<file path="config.mk">
export PLATFORM = sky130hd
export DESIGN_NAME = sd_card_spi_host_controller
export DESIGN_NICKNAME = d
export VERILOG_FILES = /design/src/rtl/sdspi_pkg.sv /design/src/rtl/sd_card_spi_host_controller.sv
export VERILOG_INCLUDE_DIRS = /design/src /design/src/rtl
export SDC_FILE = /design/constraint.sdc
export NUM_CORES = 1
export LEC_CHECK = 0
export BUFFER_PORTS_ARGS = -buffer_cell sky130_fd_sc_hd__buf_2
export CAP_MARGIN = 25
export CORE_MARGIN = 2
export CORE_UTILIZATION = 45
export CTS_CLUSTER_DIAMETER = 150
export CTS_CLUSTER_SIZE = 10
export DETAILED_ROUTE_END_ITERATION = 8
export PLACE_DENSITY_LB_ADDON = 0.08
export SYNTH_ARGS = -nofsm -noshare
export SYNTH_HDL_FRONTEND = slang
export SYNTH_SLANG_ARGS = --single-unit
export TNS_END_PERCENT = 20
</file>
<file path="constraint.sdc">
create_clock -name i_clk -period 6.75 [get_ports i_clk]
set_clock_uncertainty 0.15 [all_clocks]
set_input_delay 1.35 -clock i_clk [delete_from_list [all_inputs] [get_ports i_clk]]
set_output_delay 1.35 -clock i_clk [all_outputs]
set_load 0.05 [all_outputs]
</file>
<file path="src/rtl/assert_macros.svh">
// Assertion helpers included by the controller RTL.
`ifndef ASSERT_MACROS_SVH
`define ASSERT_MACROS_SVH
`ifndef ASSERT_OFF
// Check an implication on every rising clock edge outside reset.
`define ASSERT_IMPL(label, clk, rst_n, ante, cons, msg) \
    label: assert property (@(posedge clk) disable iff (!rst_n) (ante) |-> (cons)) \
        else $error(msg);
// Check that the consequent holds in the cycle after the antecedent.
`define ASSERT_NEXT(label, clk, rst_n, ante, cons, msg) \
    label: assert property (@(posedge clk) disable iff (!rst_n) (ante) |=> (cons)) \
        else $error(msg);
`else
`define ASSERT_IMPL(label, clk, rst_n, ante, cons, msg)
`define ASSERT_NEXT(label, clk, rst_n, ante, cons, msg)
`endif
`endif

</file>
<file path="src/rtl/sdspi_pkg.sv">
package sdspi_pkg;
    // Phases of the byte-exchange sequencer.
    localparam logic [4:0] P_IDLE = 5'd0, P_CLK = 5'd1, P_DESEL = 5'd2, P_RDY = 5'd3,
        P_FAILDESEL = 5'd4, P_CMD = 5'd5, P_STUFF = 5'd6, P_R1 = 5'd7, P_TAIL = 5'd8,
        P_TOKEN = 5'd9, P_DATA = 5'd10, P_RCRC = 5'd11, P_WRDY = 5'd12, P_WDATA = 5'd13,
        P_WCRC = 5'd14, P_WRESP = 5'd15, P_STOP = 5'd16, P_FINAL = 5'd17;
    // Continuation points after a command or a block.
    localparam logic [4:0] K_CMD0 = 5'd0, K_CMD8 = 5'd1, K_CMD8TAIL = 5'd2,
        K_V2_55 = 5'd3, K_V2_41 = 5'd4, K_CMD58 = 5'd5, K_OCR = 5'd6, K_V1_55A = 5'd7,
        K_V1_41A = 5'd8, K_V1_55 = 5'd9, K_V1_41 = 5'd10, K_MMC1 = 5'd11,
        K_CMD16 = 5'd12, K_CMD9 = 5'd13, K_CSD = 5'd14, K_RD1 = 5'd15,
        K_RDBLK1 = 5'd16, K_CMD18 = 5'd17, K_RDBLKM = 5'd18, K_CMD12 = 5'd19,
        K_W55 = 5'd20, K_W23 = 5'd21, K_CMD24 = 5'd22, K_WBLK1 = 5'd23,
        K_CMD25 = 5'd24, K_WBLKM = 5'd25, K_WSTOP = 5'd26;
    // Request codes.
    localparam logic [2:0] F_BYTE = 3'd0, F_INIT = 3'd1, F_READ = 3'd2,
        F_WRITE = 3'd3, F_CAP = 3'd4;
    // Status codes.
    localparam logic [2:0] S_OK = 3'd0, S_RDY_TO = 3'd1, S_NO_TOKEN = 3'd2,
        S_CMD_REJ = 3'd3, S_WR_REJ = 3'd4, S_INIT_FAIL = 3'd5;
    // Card types.
    localparam logic [2:0] C_ERR = 3'd0, C_MMC = 3'd1, C_SD1 = 3'd2, C_SD2 = 3'd3,
        C_SDHC = 3'd4;
    // Register indexes.
    localparam logic [2:0] R_READY_WAIT = 3'd0, R_TOKEN_WAIT = 3'd1, R_INIT_RETRY = 3'd2,
        R_RESET_TRIES = 3'd3, R_R1_POLL = 3'd4;
    localparam logic [7:0] TOK_SINGLE = 8'hFE, TOK_MULTI = 8'hFC, TOK_STOP = 8'hFD;
    localparam logic [27:0] MAX_SECTORS = 28'd134217728;

    // One result item.
    typedef struct packed {
        logic [7:0]  tx_byte;
        logic        tx_valid;
        logic        spi_fast;
        logic [7:0]  read_data;
        logic        read_valid;
        logic        block_last;
        logic        write_wanted;
        logic        done_res;
        logic [2:0]  status;
        logic [2:0]  card_type;
        logic [7:0]  last_response;
        logic [27:0] sector_count;
    } t_result;

    // Decode the sector count from a 16-byte CSD.
    function automatic logic [27:0] csd_sectors(input logic [7:0] c [16]);
        logic [22:0] v2;
        logic [4:0]  n;
        logic [12:0] cs;
        logic [40:0] wide;
        begin
            v2 = {1'b0, c[7][5:0], c[8], c[9]} + 23'd1;
            n = {1'b0, c[5][3:0]} + {4'd0, c[10][7]} + {2'd0, c[9][1:0], 1'b0} + 5'd2;
            cs = {1'b0, c[6][1:0], c[7], c[8][7:6]} + 13'd1;
            if (c[0][7:6] == 2'b01) begin
                wide = {8'd0, v2, 10'd0};
            end else if (n >= 5'd9) begin
                wide = {28'd0, cs} << (n - 5'd9);
            end else begin
                wide = {28'd0, cs} >> (5'd9 - n);
            end
            csd_sectors = (wide > {13'd0, MAX_SECTORS}) ? MAX_SECTORS : wide[27:0];
        end
    endfunction
endpackage

</file>
<file path="src/rtl/sd_card_spi_host_controller.sv">
// SD card host controller for SPI mode on top of a byte-exchange engine. Each input
// transaction is a request (init, read, write, capacity) or the byte the card returned
// from the last exchange; each one yields exactly one result transaction giving the
// next byte to send plus read data, status, card type and last R1. An input is taken
// every cycle through one result register while the output is free or being drained;
// the SPI exchange time itself sets the real throughput.
// During a block write, a result with write_wanted set asks for write_byte in the next
// byte input. Data CRC bytes are sent as 0xFF and never checked.
module sd_card_spi_host_controller
    import sdspi_pkg::*;
#(
    parameter int BLOCK_BYTES = 512
) (
    input  logic        i_clk,
    input  logic        i_rst_n,
    input  logic        i_valid,
    output logic        o_ready,
    input  logic [2:0]  i_func,
    input  logic [7:0]  i_rx_byte,
    input  logic [31:0] i_sector,
    input  logic [7:0]  i_block_count,
    input  logic [7:0]  i_write_byte,
    output logic        o_valid,
    input  logic        i_ready,
    output logic [7:0]  o_tx_byte,
    output logic        o_tx_valid,
    output logic        o_spi_fast,
    output logic [7:0]  o_read_data,
    output logic        o_read_valid,
    output logic        o_block_last,
    output logic        o_write_wanted,
    output logic        o_done_res,
    output logic [2:0]  o_status,
    output logic [2:0]  o_card_type,
    output logic [7:0]  o_last_response,
    output logic [27:0] o_sector_count,
    input  logic        i_cfg_we,
    input  logic [2:0]  i_cfg_index,
    input  logic [23:0] i_cfg_data
);
`include "assert_macros.svh"
    localparam int BW = $clog2(BLOCK_BYTES + 1);
    localparam logic [BW-1:0] BLEN = BW'(BLOCK_BYTES);

    // Configuration registers.
    logic [23:0] r_rdy_lim;
    logic [15:0] r_tok_lim, r_init_lim;
    logic [7:0]  r_rst_tries, r_r1_lim;

    // Sequencer state.
    logic [4:0]  r_phase, n_phase, r_ret, n_ret;
    logic [BW-1:0] r_bidx, n_bidx;
    logic [23:0] r_wait, n_wait;
    logic [15:0] r_retry, n_retry;
    logic [2:0]  r_kind, n_kind;
    logic [5:0]  r_cidx, n_cidx;
    logic [31:0] r_carg, n_carg, r_baddr, n_baddr;
    logic [7:0]  r_resp, n_resp, r_left, n_left, r_ptok, n_ptok;
    logic [2:0]  r_rstat, n_rstat, r_rfunc, n_rfunc;
    logic        r_fast, n_fast, r_cto, n_cto;
    logic [7:0]  r_csd [16];
    logic [7:0]  r_tail [4];
    logic        csd_we, tail_we;
    logic [3:0]  csd_wa;
    logic [1:0]  tail_wa;

    // Result register.
    logic        r_ovalid;
    t_result     r_out, n_out;
    logic        accept;

    assign o_ready = !r_ovalid || i_ready;
    assign accept = i_valid && o_ready;

    // Command frame byte k.
    function automatic logic [7:0] cmd_byte(input logic [BW-1:0] k, input logic [5:0] ci,
                                            input logic [31:0] arg);
        begin
            if (k == '0) cmd_byte = {2'b01, ci};
            else if (k == BW'(1)) cmd_byte = arg[31:24];
            else if (k == BW'(2)) cmd_byte = arg[23:16];
            else if (k == BW'(3)) cmd_byte = arg[15:8];
            else if (k == BW'(4)) cmd_byte = arg[7:0];
            else if (ci == 6'd0) cmd_byte = 8'h95;
            else if (ci == 6'd8) cmd_byte = 8'h87;
            else cmd_byte = 8'h01;
        end
    endfunction

    always_comb begin
        logic [7:0]  rx;
        logic        do_cont;
        logic [7:0]  cr;
        logic [15:0] rdec;
        logic [BW-1:0] bnext;
        logic [7:0]  lnext;
        rx = i_rx_byte;
        do_cont = 1'b0;
        cr = 8'd0;
        rdec = 16'd0;
        bnext = '0;
        lnext = 8'd0;
        n_phase = r_phase; n_ret = r_ret; n_bidx = r_bidx; n_wait = r_wait;
        n_retry = r_retry; n_kind = r_kind; n_cidx = r_cidx; n_carg = r_carg;
        n_baddr = r_baddr; n_resp = r_resp; n_left = r_left; n_ptok = r_ptok;
        n_rstat = r_rstat; n_rfunc = r_rfunc; n_fast = r_fast; n_cto = r_cto;
        csd_we = 1'b0; tail_we = 1'b0;
        csd_wa = r_bidx[3:0]; tail_wa = r_bidx[1:0];
        n_out = '0;

        if (i_func >= F_INIT && i_func <= F_CAP) begin
            // Start a new request, dropping any running one.
            n_rfunc = i_func;
            n_rstat = S_OK;
            n_baddr = (r_kind == C_SDHC) ? i_sector : {i_sector[22:0], 9'd0};
            n_left = i_block_count;
            n_out.tx_valid = 1'b1;
            n_out.tx_byte = 8'hFF;
            n_phase = P_DESEL;
            n_cto = 1'b0;
            n_carg = 32'd0;
            if (i_func == F_INIT) begin
                n_fast = 1'b0; n_kind = C_ERR; n_bidx = BW'(1); n_phase = P_CLK;
            end else if (i_func == F_CAP) begin
                n_cidx = 6'd9; n_ret = K_CMD9;
            end else if (i_block_count == 8'd0) begin
                n_out.tx_valid = 1'b0; n_out.tx_byte = 8'd0;
                n_phase = P_IDLE; n_out.done_res = 1'b1;
            end else if (i_func == F_READ) begin
                n_carg = n_baddr;
                n_cidx = (i_block_count == 8'd1) ? 6'd17 : 6'd18;
                n_ret = (i_block_count == 8'd1) ? K_RD1 : K_CMD18;
            end else if (i_block_count == 8'd1) begin
                n_carg = n_baddr; n_cidx = 6'd24; n_ret = K_CMD24;
            end else if (r_kind >= C_SD1 && r_kind <= C_SDHC) begin
                n_cidx = 6'd55; n_ret = K_W55;
            end else begin
                n_carg = n_baddr; n_cidx = 6'd25; n_ret = K_CMD25;
            end
        end else if (r_phase != P_IDLE) begin
            // Advance the running request by one byte.
            n_out.tx_byte = 8'hFF;
            n_out.tx_valid = 1'b1;
            case (r_phase)
                P_CLK: begin
                    if (r_bidx < BW'(10)) begin
                        n_bidx = r_bidx + BW'(1);
                    end else begin
                        n_retry = 16'd0; n_cidx = 6'd0; n_carg = 32'd0; n_ret = K_CMD0;
                        n_cto = 1'b0; n_phase = P_DESEL;
                    end
                end
                P_DESEL: begin
                    n_wait = 24'd1; n_phase = P_RDY;
                end
                P_RDY: begin
                    if (rx == 8'hFF) begin
                        n_bidx = '0; n_phase = P_CMD;
                        n_out.tx_byte = cmd_byte('0, r_cidx, r_carg);
                    end else if (r_wait >= r_rdy_lim) begin
                        n_phase = P_FAILDESEL;
                    end else begin
                        n_wait = r_wait + 24'd1;
                    end
                end
                P_FAILDESEL: begin
                    n_cto = 1'b1; n_resp = 8'hFF; do_cont = 1'b1; cr = 8'hFF;
                end
                P_CMD: begin
                    if (r_bidx < BW'(5)) begin
                        n_bidx = r_bidx + BW'(1);
                        n_out.tx_byte = cmd_byte(r_bidx + BW'(1), r_cidx, r_carg);
                    end else if (r_cidx == 6'd12) begin
                        n_phase = P_STUFF;
                    end else begin
                        n_wait = 24'd1; n_phase = P_R1;
                    end
                end
                P_STUFF: begin
                    n_wait = 24'd1; n_phase = P_R1;
                end
                P_R1: begin
                    if (!rx[7] || r_wait >= {16'd0, r_r1_lim}) begin
                        n_resp = rx; do_cont = 1'b1; cr = rx;
                    end else begin
                        n_wait = r_wait + 24'd1;
                    end
                end
                P_TAIL: begin
                    tail_we = 1'b1;
                    n_bidx = r_bidx + BW'(1);
                    if (r_bidx >= BW'(3)) begin
                        do_cont = 1'b1;
                    end
                end
                P_TOKEN: begin
                    if (rx == TOK_SINGLE) begin
                        n_bidx = '0; n_phase = P_DATA;
                    end else if (r_wait >= {8'd0, r_tok_lim}) begin
                        do_cont = 1'b1; cr = 8'd1;
                    end else begin
                        n_wait = r_wait + 24'd1;
                    end
                end
                P_DATA: begin
                    bnext = r_bidx + BW'(1);
                    if (r_ret == K_CSD) begin
                        csd_we = 1'b1;
                        if (bnext >= BW'(16)) begin
                            n_bidx = '0; n_phase = P_RCRC;
                        end else begin
                            n_bidx = bnext;
                        end
                    end else begin
                        n_out.read_valid = 1'b1;
                        n_out.read_data = rx;
                        n_out.block_last = (bnext == BLEN);
                        if (bnext >= BLEN) begin
                            n_bidx = '0; n_phase = P_RCRC;
                        end else begin
                            n_bidx = bnext;
                        end
                    end
                end
                P_RCRC: begin
                    if (r_bidx == '0) n_bidx = BW'(1);
                    else do_cont = 1'b1;
                end
                P_WRDY: begin
                    if (rx == 8'hFF) begin
                        if (r_ptok == TOK_STOP) begin
                            n_phase = P_STOP; n_out.tx_byte = TOK_STOP;
                        end else begin
                            n_bidx = '0; n_phase = P_WDATA;
                            n_out.tx_byte = r_ptok; n_out.write_wanted = 1'b1;
                        end
                    end else if (r_wait >= r_rdy_lim) begin
                        do_cont = 1'b1; cr = 8'd1;
                    end else begin
                        n_wait = r_wait + 24'd1;
                    end
                end
                P_WDATA: begin
                    if (r_bidx < BLEN) begin
                        n_out.tx_byte = i_write_byte;
                        n_bidx = r_bidx + BW'(1);
                        n_out.write_wanted = (r_bidx + BW'(1)) < BLEN;
                    end else begin
                        n_bidx = '0; n_phase = P_WCRC;
                    end
                end
                P_WCRC: begin
                    if (r_bidx == '0) n_bidx = BW'(1);
                    else n_phase = P_WRESP;
                end
                P_WRESP: begin
                    do_cont = 1'b1;
                    cr = (rx[4:0] == 5'h05) ? 8'd0 : 8'd4;
                end
                P_STOP: begin
                    do_cont = 1'b1;
                end
                P_FINAL: begin
                    if (r_rfunc == F_INIT) n_fast = 1'b1;
                    n_out.tx_valid = 1'b0; n_out.tx_byte = 8'd0;
                    n_phase = P_IDLE; n_out.done_res = 1'b1; n_out.status = r_rstat;
                end
                default: begin
                    n_out.tx_valid = 1'b0; n_out.tx_byte = 8'd0;
                end
            endcase

            if (do_cont) begin
                // Continue the request after a command response or a block.
                n_out.tx_valid = 1'b1;
                n_out.tx_byte = 8'hFF;
                case (r_ret)
                    K_CMD0: begin
                        n_retry = r_retry + 16'd1;
                        if (cr == 8'h01) begin
                            n_cidx = 6'd8; n_carg = 32'h1AA; n_ret = K_CMD8;
                            n_cto = 1'b0; n_phase = P_DESEL;
                        end else if (n_retry >= {8'd0, r_rst_tries}) begin
                            n_kind = C_ERR; n_rstat = S_INIT_FAIL; n_phase = P_FINAL;
                        end else begin
                            n_cidx = 6'd0; n_carg = 32'd0; n_cto = 1'b0; n_phase = P_DESEL;
                        end
                    end
                    K_CMD8: begin
                        if (cr == 8'h01) begin
                            n_ret = K_CMD8TAIL; n_bidx = '0; n_phase = P_TAIL;
                        end else begin
                            n_cidx = 6'd55; n_carg = 32'd0; n_ret = K_V1_55A;
                            n_cto = 1'b0; n_phase = P_DESEL;
                        end
                    end
                    K_CMD8TAIL: begin
                        n_retry = r_init_lim;
                        if (r_tail[2] != 8'h01 || rx != 8'hAA || r_init_lim == 16'd0) begin
                            n_kind = C_ERR; n_rstat = S_INIT_FAIL; n_phase = P_FINAL;
                        end else begin
                            n_cidx = 6'd55; n_carg = 32'd0; n_ret = K_V2_55;
                            n_cto = 1'b0; n_phase = P_DESEL;
                        end
                    end
                    K_V2_55, K_V1_55A, K_V1_55: begin
                        n_cidx = 6'd41;
                        n_carg = (r_ret == K_V2_55) ? 32'h4000_0000 : 32'd0;
                        n_ret = (r_ret == K_V2_55) ? K_V2_41 :
                                (r_ret == K_V1_55A) ? K_V1_41A : K_V1_41;
                        n_cto = 1'b0; n_phase = P_DESEL;
                    end
                    K_V2_41, K_V1_41, K_MMC1: begin
                        rdec = r_retry - 16'd1;
                        if (cr == 8'd0) begin
                            n_cidx = (r_ret == K_V2_41) ? 6'd58 : 6'd16;
                            n_carg = (r_ret == K_V2_41) ? 32'd0 : 32'(BLOCK_BYTES);
                            n_ret = (r_ret == K_V2_41) ? K_CMD58 : K_CMD16;
                            n_cto = 1'b0; n_phase = P_DESEL;
                        end else begin
                            n_retry = rdec;
                            if (rdec == 16'd0) begin
                                n_kind = C_ERR; n_rstat = S_INIT_FAIL; n_phase = P_FINAL;
                            end else begin
                                n_cidx = (r_ret == K_MMC1) ? 6'd1 : 6'd55;
                                n_carg = 32'd0;
                                n_ret = (r_ret == K_V2_41) ? K_V2_55 :
                                        (r_ret == K_V1_41) ? K_V1_55 : K_MMC1;
                                n_cto = 1'b0; n_phase = P_DESEL;
                            end
                        end
                    end
                    K_CMD58: begin
                        if (cr == 8'd0) begin
                            n_ret = K_OCR; n_bidx = '0; n_phase = P_TAIL;
                        end else begin
                            n_kind = C_ERR; n_rstat = S_INIT_FAIL; n_phase = P_FINAL;
                        end
                    end
                    K_OCR: begin
                        n_kind = r_tail[0][6] ? C_SDHC : C_SD2;
                        n_rstat = S_OK; n_phase = P_FINAL;
                    end
                    K_V1_41A: begin
                        n_retry = r_init_lim;
                        n_kind = (cr <= 8'd1) ? C_SD1 : C_MMC;
                        if (r_init_lim == 16'd0) begin
                            n_kind = C_ERR; n_rstat = S_INIT_FAIL; n_phase = P_FINAL;
                        end else begin
                            n_cidx = (cr <= 8'd1) ? 6'd55 : 6'd1;
                            n_ret = (cr <= 8'd1) ? K_V1_55 : K_MMC1;
                            n_carg = 32'd0; n_cto = 1'b0; n_phase = P_DESEL;
                        end
                    end
                    K_CMD16: begin
                        if (cr != 8'd0) n_kind = C_ERR;
                        n_rstat = (cr != 8'd0 || r_kind == C_ERR) ? S_INIT_FAIL : S_OK;
                        n_phase = P_FINAL;
                    end
                    K_CMD9: begin
                        if (cr == 8'd0) begin
                            n_ret = K_CSD; n_wait = 24'd1; n_phase = P_TOKEN;
                        end else begin
                            n_out.tx_valid = 1'b0; n_out.tx_byte = 8'd0;
                            n_phase = P_IDLE; n_out.done_res = 1'b1;
                            n_out.status = n_cto ? S_RDY_TO : S_CMD_REJ;
                        end
                    end
                    K_CSD: begin
                        n_out.tx_valid = 1'b0; n_out.tx_byte = 8'd0;
                        n_phase = P_IDLE; n_out.done_res = 1'b1;
                        if (cr != 8'd0) n_out.status = S_NO_TOKEN;
                        else n_out.sector_count = csd_sectors(r_csd);
                    end
                    K_RD1, K_CMD18: begin
                        if (cr == 8'd0) begin
                            n_ret = (r_ret == K_RD1) ? K_RDBLK1 : K_RDBLKM;
                            n_wait = 24'd1; n_phase = P_TOKEN;
                        end else begin
                            n_rstat = n_cto ? S_RDY_TO : S_CMD_REJ; n_phase = P_FINAL;
                        end
                    end
                    K_RDBLK1: begin
                        n_rstat = (cr != 8'd0) ? S_NO_TOKEN : S_OK; n_phase = P_FINAL;
                    end
                    K_RDBLKM: begin
                        lnext = r_left - 8'd1;
                        if (cr == 8'd0) n_left = lnext;
                        if (cr == 8'd0 && lnext != 8'd0) begin
                            n_ret = K_RDBLKM; n_wait = 24'd1; n_phase = P_TOKEN;
                        end else begin
                            n_rstat = (cr != 8'd0) ? S_NO_TOKEN : S_OK;
                            n_cidx = 6'd12; n_carg = 32'd0; n_ret = K_CMD12;
                            n_cto = 1'b0; n_phase = P_DESEL;
                        end
                    end
                    K_CMD12: begin
                        n_phase = P_FINAL;
                    end
                    K_W55: begin
                        n_cidx = 6'd23; n_carg = {24'd0, r_left}; n_ret = K_W23;
                        n_cto = 1'b0; n_phase = P_DESEL;
                    end
                    K_W23: begin
                        n_cidx = 6'd25; n_carg = r_baddr; n_ret = K_CMD25;
                        n_cto = 1'b0; n_phase = P_DESEL;
                    end
                    K_CMD24, K_CMD25: begin
                        if (r_ret == K_CMD25) n_rstat = S_OK;
                        if (cr == 8'd0) begin
                            n_ret = (r_ret == K_CMD24) ? K_WBLK1 : K_WBLKM;
                            n_ptok = (r_ret == K_CMD24) ? TOK_SINGLE : TOK_MULTI;
                            n_wait = 24'd1; n_phase = P_WRDY;
                        end else begin
                            n_rstat = n_cto ? S_RDY_TO : S_CMD_REJ; n_phase = P_FINAL;
                        end
                    end
                    K_WBLK1: begin
                        n_rstat = cr[2:0]; n_phase = P_FINAL;
                    end
                    K_WBLKM: begin
                        lnext = r_left - 8'd1;
                        n_wait = 24'd1; n_phase = P_WRDY; n_ret = K_WSTOP;
                        n_ptok = TOK_STOP;
                        if (cr != 8'd0) begin
                            n_rstat = cr[2:0];
                        end else begin
                            n_left = lnext;
                            if (lnext != 8'd0) begin
                                n_ret = K_WBLKM; n_ptok = TOK_MULTI;
                            end
                        end
                    end
                    default: begin
                        if (r_rstat == S_OK) n_rstat = cr[2:0];
                        n_phase = P_FINAL;
                    end
                endcase
            end
        end

        n_out.spi_fast = n_fast;
        n_out.card_type = n_kind;
        n_out.last_response = n_resp;
    end

    // Configuration writes.
    always_ff @(posedge i_clk) begin
        if (!i_rst_n) begin
            r_rdy_lim <= 24'hFFFFFF;
            r_tok_lim <= 16'hFFFF;
            r_init_lim <= 16'hFFFE;
            r_rst_tries <= 8'd20;
            r_r1_lim <= 8'd31;
        end else if (i_cfg_we) begin
            case (i_cfg_index)
                R_READY_WAIT: r_rdy_lim <= i_cfg_data;
                R_TOKEN_WAIT: r_tok_lim <= i_cfg_data[15:0];
                R_INIT_RETRY: r_init_lim <= i_cfg_data[15:0];
                R_RESET_TRIES: r_rst_tries <= i_cfg_data[7:0];
                R_R1_POLL: r_r1_lim <= i_cfg_data[7:0];
                default: ;
            endcase
        end
    end

    // Advance state on each accepted transaction.
    always_ff @(posedge i_clk) begin
        if (!i_rst_n) begin
            r_phase <= P_IDLE; r_ret <= K_CMD0; r_bidx <= '0; r_wait <= '0;
            r_retry <= '0; r_kind <= C_ERR; r_cidx <= '0; r_carg <= '0;
            r_baddr <= '0; r_resp <= 8'hFF; r_left <= '0; r_ptok <= '0;
            r_rstat <= S_OK; r_rfunc <= F_BYTE; r_fast <= 1'b0; r_cto <= 1'b0;
        end else if (accept) begin
            r_phase <= n_phase; r_ret <= n_ret; r_bidx <= n_bidx; r_wait <= n_wait;
            r_retry <= n_retry; r_kind <= n_kind; r_cidx <= n_cidx; r_carg <= n_carg;
            r_baddr <= n_baddr; r_resp <= n_resp; r_left <= n_left; r_ptok <= n_ptok;
            r_rstat <= n_rstat; r_rfunc <= n_rfunc; r_fast <= n_fast; r_cto <= n_cto;
        end
    end

    // Hold CSD and response tail bytes.
    always_ff @(posedge i_clk) begin
        if (accept && csd_we) r_csd[csd_wa] <= i_rx_byte;
        if (accept && tail_we) r_tail[tail_wa] <= i_rx_byte;
    end

    // Result register.
    always_ff @(posedge i_clk) begin
        if (!i_rst_n) begin
            r_ovalid <= 1'b0;
        end else if (accept) begin
            r_ovalid <= 1'b1;
        end else if (i_ready) begin
            r_ovalid <= 1'b0;
        end
    end

    always_ff @(posedge i_clk) begin
        if (accept) r_out <= n_out;
    end

    assign o_valid = r_ovalid;
    assign o_tx_byte = r_out.tx_byte;
    assign o_tx_valid = r_out.tx_valid;
    assign o_spi_fast = r_out.spi_fast;
    assign o_read_data = r_out.read_data;
    assign o_read_valid = r_out.read_valid;
    assign o_block_last = r_out.block_last;
    assign o_write_wanted = r_out.write_wanted;
    assign o_done_res = r_out.done_res;
    assign o_status = r_out.status;
    assign o_card_type = r_out.card_type;
    assign o_last_response = r_out.last_response;
    assign o_sector_count = r_out.sector_count;

    `ASSERT_IMPL(a_done_idle, i_clk, i_rst_n, r_ovalid && r_out.done_res, !r_out.tx_valid, "done with tx")
    `ASSERT_IMPL(a_read_no_done, i_clk, i_rst_n, r_ovalid && r_out.read_valid, !r_out.done_res && r_out.tx_valid, "bad read")
    `ASSERT_NEXT(a_hold_out, i_clk, i_rst_n, r_ovalid && !i_ready, r_ovalid && $stable(r_out), "result moved")
    `ASSERT_IMPL(a_bidx_range, i_clk, i_rst_n, r_phase == P_WDATA, r_bidx <= BLEN, "index past block")
endmodule

</file>
==> results of run 1 <==
## per-stage QoR
stage	area [sq um]	total power, mW	setup WS (ps)	hold slack [ps]
after floorplan	24440	2.821	2061	281.7
after global placement	25660	3.115	1175	289.5
after detailed placement	25720	3.129	1067	296.8
after CTS	26840	5.110	1148	304.7
after global routing	26870	5.278	808.7	332.1
final	26870	5.096	1049	304.5
## Yosys cell counts (all sizes together), types with 17 or more instances
| library cell | instances | area [sq um] |
|---|---|---|
| nand2 | 374 | 1404 |
| nor2 | 299 | 1125 |
| dfxtp | 233 | 4664 |
| a21oi | 220 | 1101 |
| clkbuf | 188 | 708.2 |
| o21ai | 176 | 884.6 |
| nand3 | 137 | 703.2 |
| nor3 | 118 | 605.6 |
| o211ai | 107 | 808.3 |
| edfxtp | 106 | 3183 |
| inv | 99 | 371.6 |
| ha | 83 | 1039 |
| a211oi | 75 | 568.0 |
| a31oi | 63 | 394.1 |
| buf | 54 | 261.5 |
| nor2b | 47 | 294.0 |
| and2 | 42 | 262.8 |
| nand4 | 42 | 262.8 |
| nor4 | 41 | 277.8 |
| xnor2 | 36 | 315.3 |
| and3 | 34 | 212.7 |
| mux2i | 33 | 330.3 |
| or3 | 33 | 206.5 |
| nand2b | 32 | 200.2 |
| o221ai | 31 | 271.5 |
| a22oi | 28 | 210.2 |
| o22ai | 28 | 175.2 |
| a311oi | 24 | 210.2 |
| a221oi | 22 | 192.7 |
| o21a | 21 | 157.7 |
| xor2 | 21 | 183.9 |
| o2111ai | 19 | 166.4 |
| or2 | 19 | 118.9 |
| a21o | 18 | 135.1 |
| o31ai | 18 | 145.1 |
| a211o | 17 | 148.9 |
## worst min-delay path, stage by stage, from the launching register on
cell	delay, ps
sky130_fd_sc_hd__dfxtp_1	310
sky130_fd_sc_hd__nand2_1	50
sky130_fd_sc_hd__a21oi_1	50
## sequential cells by signal, indices dropped and copies added, names as in the netlist, 9 cells and up
| register | cells |
|---|---|
| r_csd | 33 |
| r_baddr | 32 |
| r_carg | 32 |
| o_sector_count | 28 |
| r_rdy_lim | 24 |
| r_wait | 24 |
| r_init_lim | 16 |
| r_retry | 16 |
| r_tok_lim | 16 |
| r_bidx | 10 |
| r_tail | 9 |
## kinds of logic (layout without fill, tap and decap cells)
logic type | after synthesis | in the layout | share of synthesized area (%)
buffers and inverters | 345 | 388 | 5.550
and+or+nand+nor | 1282 | 1282 | 25.40
DFF | 339 | 339 | 32.11
muxes | 40 | 40 | 1.720
xor gates and xnor gates | 57 | 57 | 2.043
AOI/OAI and AO/OA | 1026 | 1026 | 28.85
adders and majority gates | 84 | 84 | 4.331
## power by group through the flow
stage               sequential, mW  combinational, mW  clock [mW]
CTS                           2.24              0.846        2.02
finish                        2.25              0.870        1.98
detailed placement            2.29              0.842           0
global placement              2.29              0.830           0
global route                  2.25              0.928        2.10
floorplan                     2.32              0.501           0
## how the worst max path moves through the flow
stage                   startpoint                               end  slack [ps]  cells past startpoint
5_1_grt        r_csd[48]$_DFFE_PP_  o_sector_count[17]$_SDFFCE_PP0P_         810                     15
2_1_floorplan  r_csd[48]$_DFFE_PP_  o_sector_count[17]$_SDFFCE_PP0P_        2060                     21
4_1_cts        r_csd[48]$_DFFE_PP_  o_sector_count[17]$_SDFFCE_PP0P_        1150                     17
3_3_place_gp   r_csd[48]$_DFFE_PP_  o_sector_count[17]$_SDFFCE_PP0P_        1180                     15
3_5_place_dp          i_rx_byte[2]           r_wait[22]$_SDFFE_PN0P_        1070                     11
6_report       r_csd[48]$_DFFE_PP_  o_sector_count[17]$_SDFFCE_PP0P_        1050                     17
## layout make-up
class	count	area, sq um
well taps	696	870.8
repair buffers	224	1341
clock inverters	3	70.07
multi-input cells	2489	15300
fillers	5288	26840
clock buffers	58	1047
inverters	103	389.1
flip-flops and latches	339	7848
## layer usage
metal	up-vias	track usage, %
met4	0	11.16
met1	12523	47.47
li1	12002	-
met5	-	0
met2	1415	51.84
met3	182	6.657
==> impl_results.md, run 1 <==
* Global-route wire length before repair at 148,500 um
* Antenna violations before repair at 1
* Effective utilization at floorplan at 45.50%
* Die area at 56,190 sq um
* IO Port Bufs at 156
* Overall fraction of global-route tracks in use at 33.79%
* Fraction of final layout cells with drive strength greater than 1 at 10.39%
* List of cells traversed by the critical path: inv_1, ha_1, inv_1, ha_1, fa_1, inv_1, ha_1, nor2b_1, xnor2_1, buf_4, nand3_1, o31ai_1, o22ai_1, or4_1, or4_1, o21ba_1, a211oi_2
* Wire length on met3 at 9185 um
* Total number of H-tree levels at 2
* Total of endpoints with negative setup slack in the final report at 0
* Count of boundary I/O pins at 157
* Startpoint kind of the worst setup timing path: flip-flop
* Wire length reported by the detailed router at 98,620 um
* Total clock sinks at 339
* Run status: finished clean
* Top library cells by usage in the layout, fill and taps aside: 374 x sky130_fd_sc_hd__nand2_1, 296 x sky130_fd_sc_hd__nor2_1, 233 x sky130_fd_sc_hd__dfxtp_1
* Number of clock buffers inserted by TritonCTS at 39
* Total number of nets in the final design at 3,371
* Worst-case hold path end point: r_r1_lim[6]$_SDFFE_PN0P_
* Instance count of the mapped netlist at 3,173
* Die extent in y at 237.0 um
* Diodes inserted at 0
* Syn_nets at 3,348
* Top layer reached by signal wires: met4
* Net switching power at 1.587 mW
* Standard cell with the maximum stage delay on the critical path: sky130_fd_sc_hd__fa_1
* Horizontal extent of the die at 237.0 um
* Library cells used by synthesis at 99
* IR drop worst, VDD at 161.0 uV
* Clock tree from TritonCTS: built
* Mapped cell area at 24,440 sq um
* PostCTS Resize Cnt at 0
* DR WL/cell at 25.21 um
* Register bit total from synthesis at 339
* Maximum frequency from static timing analysis at 175.4 MHz
* Cell internal pwr at 3.509 mW
* Kind of capture point of the worst setup path: flip-flop
* Worst reg2reg path endpoint: o_sector_count[17]$_SDFFCE_PP0P_
* CP Max Fanout at 24
* Stage delay of the slowest cell on the critical path at 600 ps
* Switching part of the total power at 31.14%
* Beginning of the worst hold path: r_r1_lim[6]$_SDFFE_PN0P_
* Avg Vias per Cell at 6.677
* Power density over the cells at 189.7 nW/um^2
* Post-detailed-route DRC marker count at 0
* Grt ovf at 0
* Critical path buffers and inverters at 4
* Maximum Capacitance Violations at 0
* Delay-heaviest family, CP: adder cells
* Routability cong. at 1.012
* # placed instances at 3,850
* Arrival @ worst endpoint at 5930 ps
* Actual slew at the worst max-slew pin at 1132 ps
* Violation count after the first detailed-routing iteration at 3,115
* Met2 WL at 43,680 um
* Synthesis warning total at 0
* Relative contribution of combinational cells to total power at 17.1%
* Vias at 26,122
* Final hold viol count at 0
* Aggregate negative setup slack at 0 ps
* Antenna Nets Post-Route at 0
* Number of synthesized flops with an enable pin at 106
* Clock insertion delay at the later pin of the skew report at 600 ps
* Startpoint-to-endpoint class of the critical path: flip-flop to flip-flop
* FF-to-FF path depth at 17
* Portion of the clock cycle consumed by the worst path in the final layout at 84.47%
* Number of max-slew violations in the final report at 0
* Sequential share of the synthesized area at 32.11%
* Post-route non-filler standard cell count at 3,912
* Leakage power at 9.800 nW
* Slew headroom at 24.53%
* Reg power frac at 44.1%
* DR pass1 iterations at 6
* Clock slew seen by the registers of the worst setup and hold paths at 60 ps
* Vias in the first global route at 23,783
* Num rows at 85
* Core region area at 53,710 sq um
* Buffer count from post-CTS setup fixing at 0
* Main flop type after synthesis: sky130_fd_sc_hd__dfxtp_1
* Final critical-path required period at 5701 ps
* Launch point of the worst reg-to-reg path: r_csd[48]$_DFFE_PP_
* Cell depth of the worst hold path at 2
* Maximum number of pins on one net before global-route repair at 82
* Worst EP required at 6980 ps
* Setup repair after global routing missed its margin: no
* Most common cell after layout, fill and taps aside: sky130_fd_sc_hd__nand2_1
* Share of synthesized registers carrying an async set or reset at 0%
* Average size of a mapped cell at 7.702 sq um
* Area overhead of the layout relative to synthesis at 9.933%
* HPWL Detailed at 72,650 um
* Root buffer cell: sky130_fd_sc_hd__clkbuf_16
* Number of buffers added to fix hold violations after cts at 0
* DRT met1 WL at 42,670 um
* Clock network fraction of design power at 38.8%
* Worst reg-to-reg setup slack at 1050 ps
* Hold Path Class: flip-flop to flip-flop
* Final standard cell utilization of the core at 50.02%
* Maximum buffer depth of the clock tree at 3
Note: power is estimated with default switching activity, not from simulation.
==> inputs of run 2 (changes only) <==
==> constraint.sdc (replaced) <==
create_clock -name i_clk -period 5.1 [get_ports i_clk]
set_clock_uncertainty 0.15 [all_clocks]
set_input_delay 1.02 -clock i_clk [delete_from_list [all_inputs] [get_ports i_clk]]
set_output_delay 1.02 -clock i_clk [all_outputs]
set_load 0.05 [all_outputs]
==> impl_results.md, run 2 (synthesis results as in run 1) <==
* Clock insertion delay at the later pin of the skew report at 590 ps
* Number of clock buffers inserted by TritonCTS at 39
* Power density over the cells at 245.4 nW/um^2
* Number of buffers added to fix hold violations after cts at 0
* Vias at 26,569
* Total number of nets in the final design at 3,444
* Slew headroom at 30.36%
* Count of boundary I/O pins at 157
* Final critical-path required period at 4845 ps
* Die area at 56,190 sq um
* Horizontal extent of the die at 237.0 um
* Post-detailed-route DRC marker count at 0
* Worst EP required at 5310 ps
* IO Port Bufs at 156
* Arrival @ worst endpoint at 5060 ps
* Number of flip-flops in the largest register at 33
* Buffer count from post-CTS setup fixing at 0
* Top library cells by usage in the layout, fill and taps aside: 374 x sky130_fd_sc_hd__nand2_1, 295 x sky130_fd_sc_hd__nor2_1, 233 x sky130_fd_sc_hd__dfxtp_1
* Final instance area at 27,510 sq um
* Area overhead of the layout relative to synthesis at 12.56%
* Wire length reported by the detailed router at 99,440 um
* Total number of H-tree levels at 2
* Total of endpoints with negative setup slack in the final report at 0
* Final hold viol count at 0
* Die extent in y at 237.0 um
* HPWL Detailed at 73,950 um
* Maximum frequency from static timing analysis at 206.4 MHz
* Maximum buffer depth of the clock tree at 3
* Effective utilization at floorplan at 45.50%
* Aggregate negative setup slack at 0 ps
* Core region area at 53,710 sq um
* Portion of the clock cycle consumed by the worst path in the final layout at 95.00%
* DR WL/cell at 24.94 um
* Routability cong. at 1.023
* Num rows at 85
* Root buffer cell: sky130_fd_sc_hd__clkbuf_16
* Number of max-slew violations in the final report at 0
* CP Max Fanout at 21
* IR drop worst, VDD at 261.7 uV
* Kind of capture point of the worst setup path: flip-flop
* Final standard cell utilization of the core at 51.22%
* Avg Vias per Cell at 6.664
* Maximum number of pins on one net before global-route repair at 95
* Total clock sinks at 339
* Placed standard-cell area at 26,330 sq um
* Fraction of final layout cells with drive strength greater than 1 at 12.49%
* Maximum Capacitance Violations at 0
* Clock tree from TritonCTS: built
* Violation count after the first detailed-routing iteration at 3,356
* Top reg by flops: r_csd
* Antenna violations before repair at 3
* Setup repair after global routing missed its margin: no
* Run status: finished clean
* Actual slew at the worst max-slew pin at 1039 ps
* DR pass1 iterations at 6
* Leakage power at 10.19 nW
* Overall fraction of global-route tracks in use at 34.33%
* Grt ovf at 0
* Clock slew seen by the registers of the worst setup and hold paths at 60 ps
* Most common cell after layout, fill and taps aside: sky130_fd_sc_hd__nand2_1
* Antenna Nets Post-Route at 0
* Vias in the first global route at 24,415
* Startpoint kind of the worst setup timing path: flip-flop
* Startpoint-to-endpoint class of the critical path: flip-flop to flip-flop
* Hold Path Class: flip-flop to flip-flop
* Regs by FF count: r_csd x33, r_baddr x32, r_carg x32
* Global-route wire length before repair at 151,000 um
==> run 2: worst paths after layout <==
kind | start | to | slack, ps | depth (start not counted)
worst max-delay path | r_wait[0]$_SDFFE_PN0P_ | o_sector_count[3]$_SDFFCE_PP0P_ | 250 | 13
worst min-delay path | r_baddr[2]$_SDFFE_PN0P_ | r_baddr[2]$_SDFFE_PN0P_ | 300 | 2
worst max register to register | r_wait[0]$_SDFFE_PN0P_ | o_sector_count[3]$_SDFFCE_PP0P_ | 250 | 13
worst min register to register | r_baddr[2]$_SDFFE_PN0P_ | r_baddr[2]$_SDFFE_PN0P_ | 300 | 2
==> run 2: through the flow <==
step / instances / hold WS, ps / setup slack [ps] / power [mW]
2_1_floorplan: 3173 / 281.7 / 410.7 / 3.733
3_3_place_gp: 3919 / 289.3 / 248.5 / 4.141
3_5_place_dp: 3922 / 296.6 / 196.9 / 4.158
4_1_cts: 3984 / 304.3 / 236.1 / 6.755
5_1_grt: 3986 / 317.5 / 54.97 / 6.980
6_report: 3987 / 304.4 / 255.0 / 6.752
==> run 2: per-layer routing <==
metal	GRT usage, %	vias up	wire, um
met4	12.73	2	3794
met2	52.83	1412	43680
li1	-	12129	-
met1	48.78	12797	43450
met5	0	-	13
met3	4.861	229	8506
==> run 2: repair_timing <==
item / 4_1_cts / 5_1_grt
gates resized for setup: 0 / 5
endpoints found under the hold margin: 0 / 0
endpoints found under the setup margin: 0 / 9
==> run 2: worst max-delay path: stages (launching register included) <==
cell and delay, ps:
sky130_fd_sc_hd__dfxtp_1 310, sky130_fd_sc_hd__inv_1 230, sky130_fd_sc_hd__ha_1 290, sky130_fd_sc_hd__nor2b_1 130
sky130_fd_sc_hd__o21ai_0 110, sky130_fd_sc_hd__a41o_1 290, sky130_fd_sc_hd__a311o_1 500, sky130_fd_sc_hd__o211a_1 380
sky130_fd_sc_hd__or3_1 420, sky130_fd_sc_hd__nor4_2 830, sky130_fd_sc_hd__nor3b_2 340, sky130_fd_sc_hd__o211ai_1 180
sky130_fd_sc_hd__buf_12 210, sky130_fd_sc_hd__nor3_1 240
==> run 2: cell type report <==
cell class / count / area, sq um
Multi-Input combinational cell: 2489 / 15310
Tap cell: 696 / 870.8
Inverter: 103 / 389.1
Sequential cell: 339 / 7848
Timing Repair Buffer: 297 / 1959
Clock inverter: 3 / 76.32
Clock buffer: 59 / 1051
Fill cell: 5223 / 26200
Antenna cell: 1 / 2.502
==> run 2: report_power, final <==
group          internal [mW]  switching, mW  total [mW]  leakage (nW)
sequential              2.88         0.0976        2.98          2.89
combinational          0.346          0.817        1.16          6.76
clock                   1.43           1.18        2.61         0.534
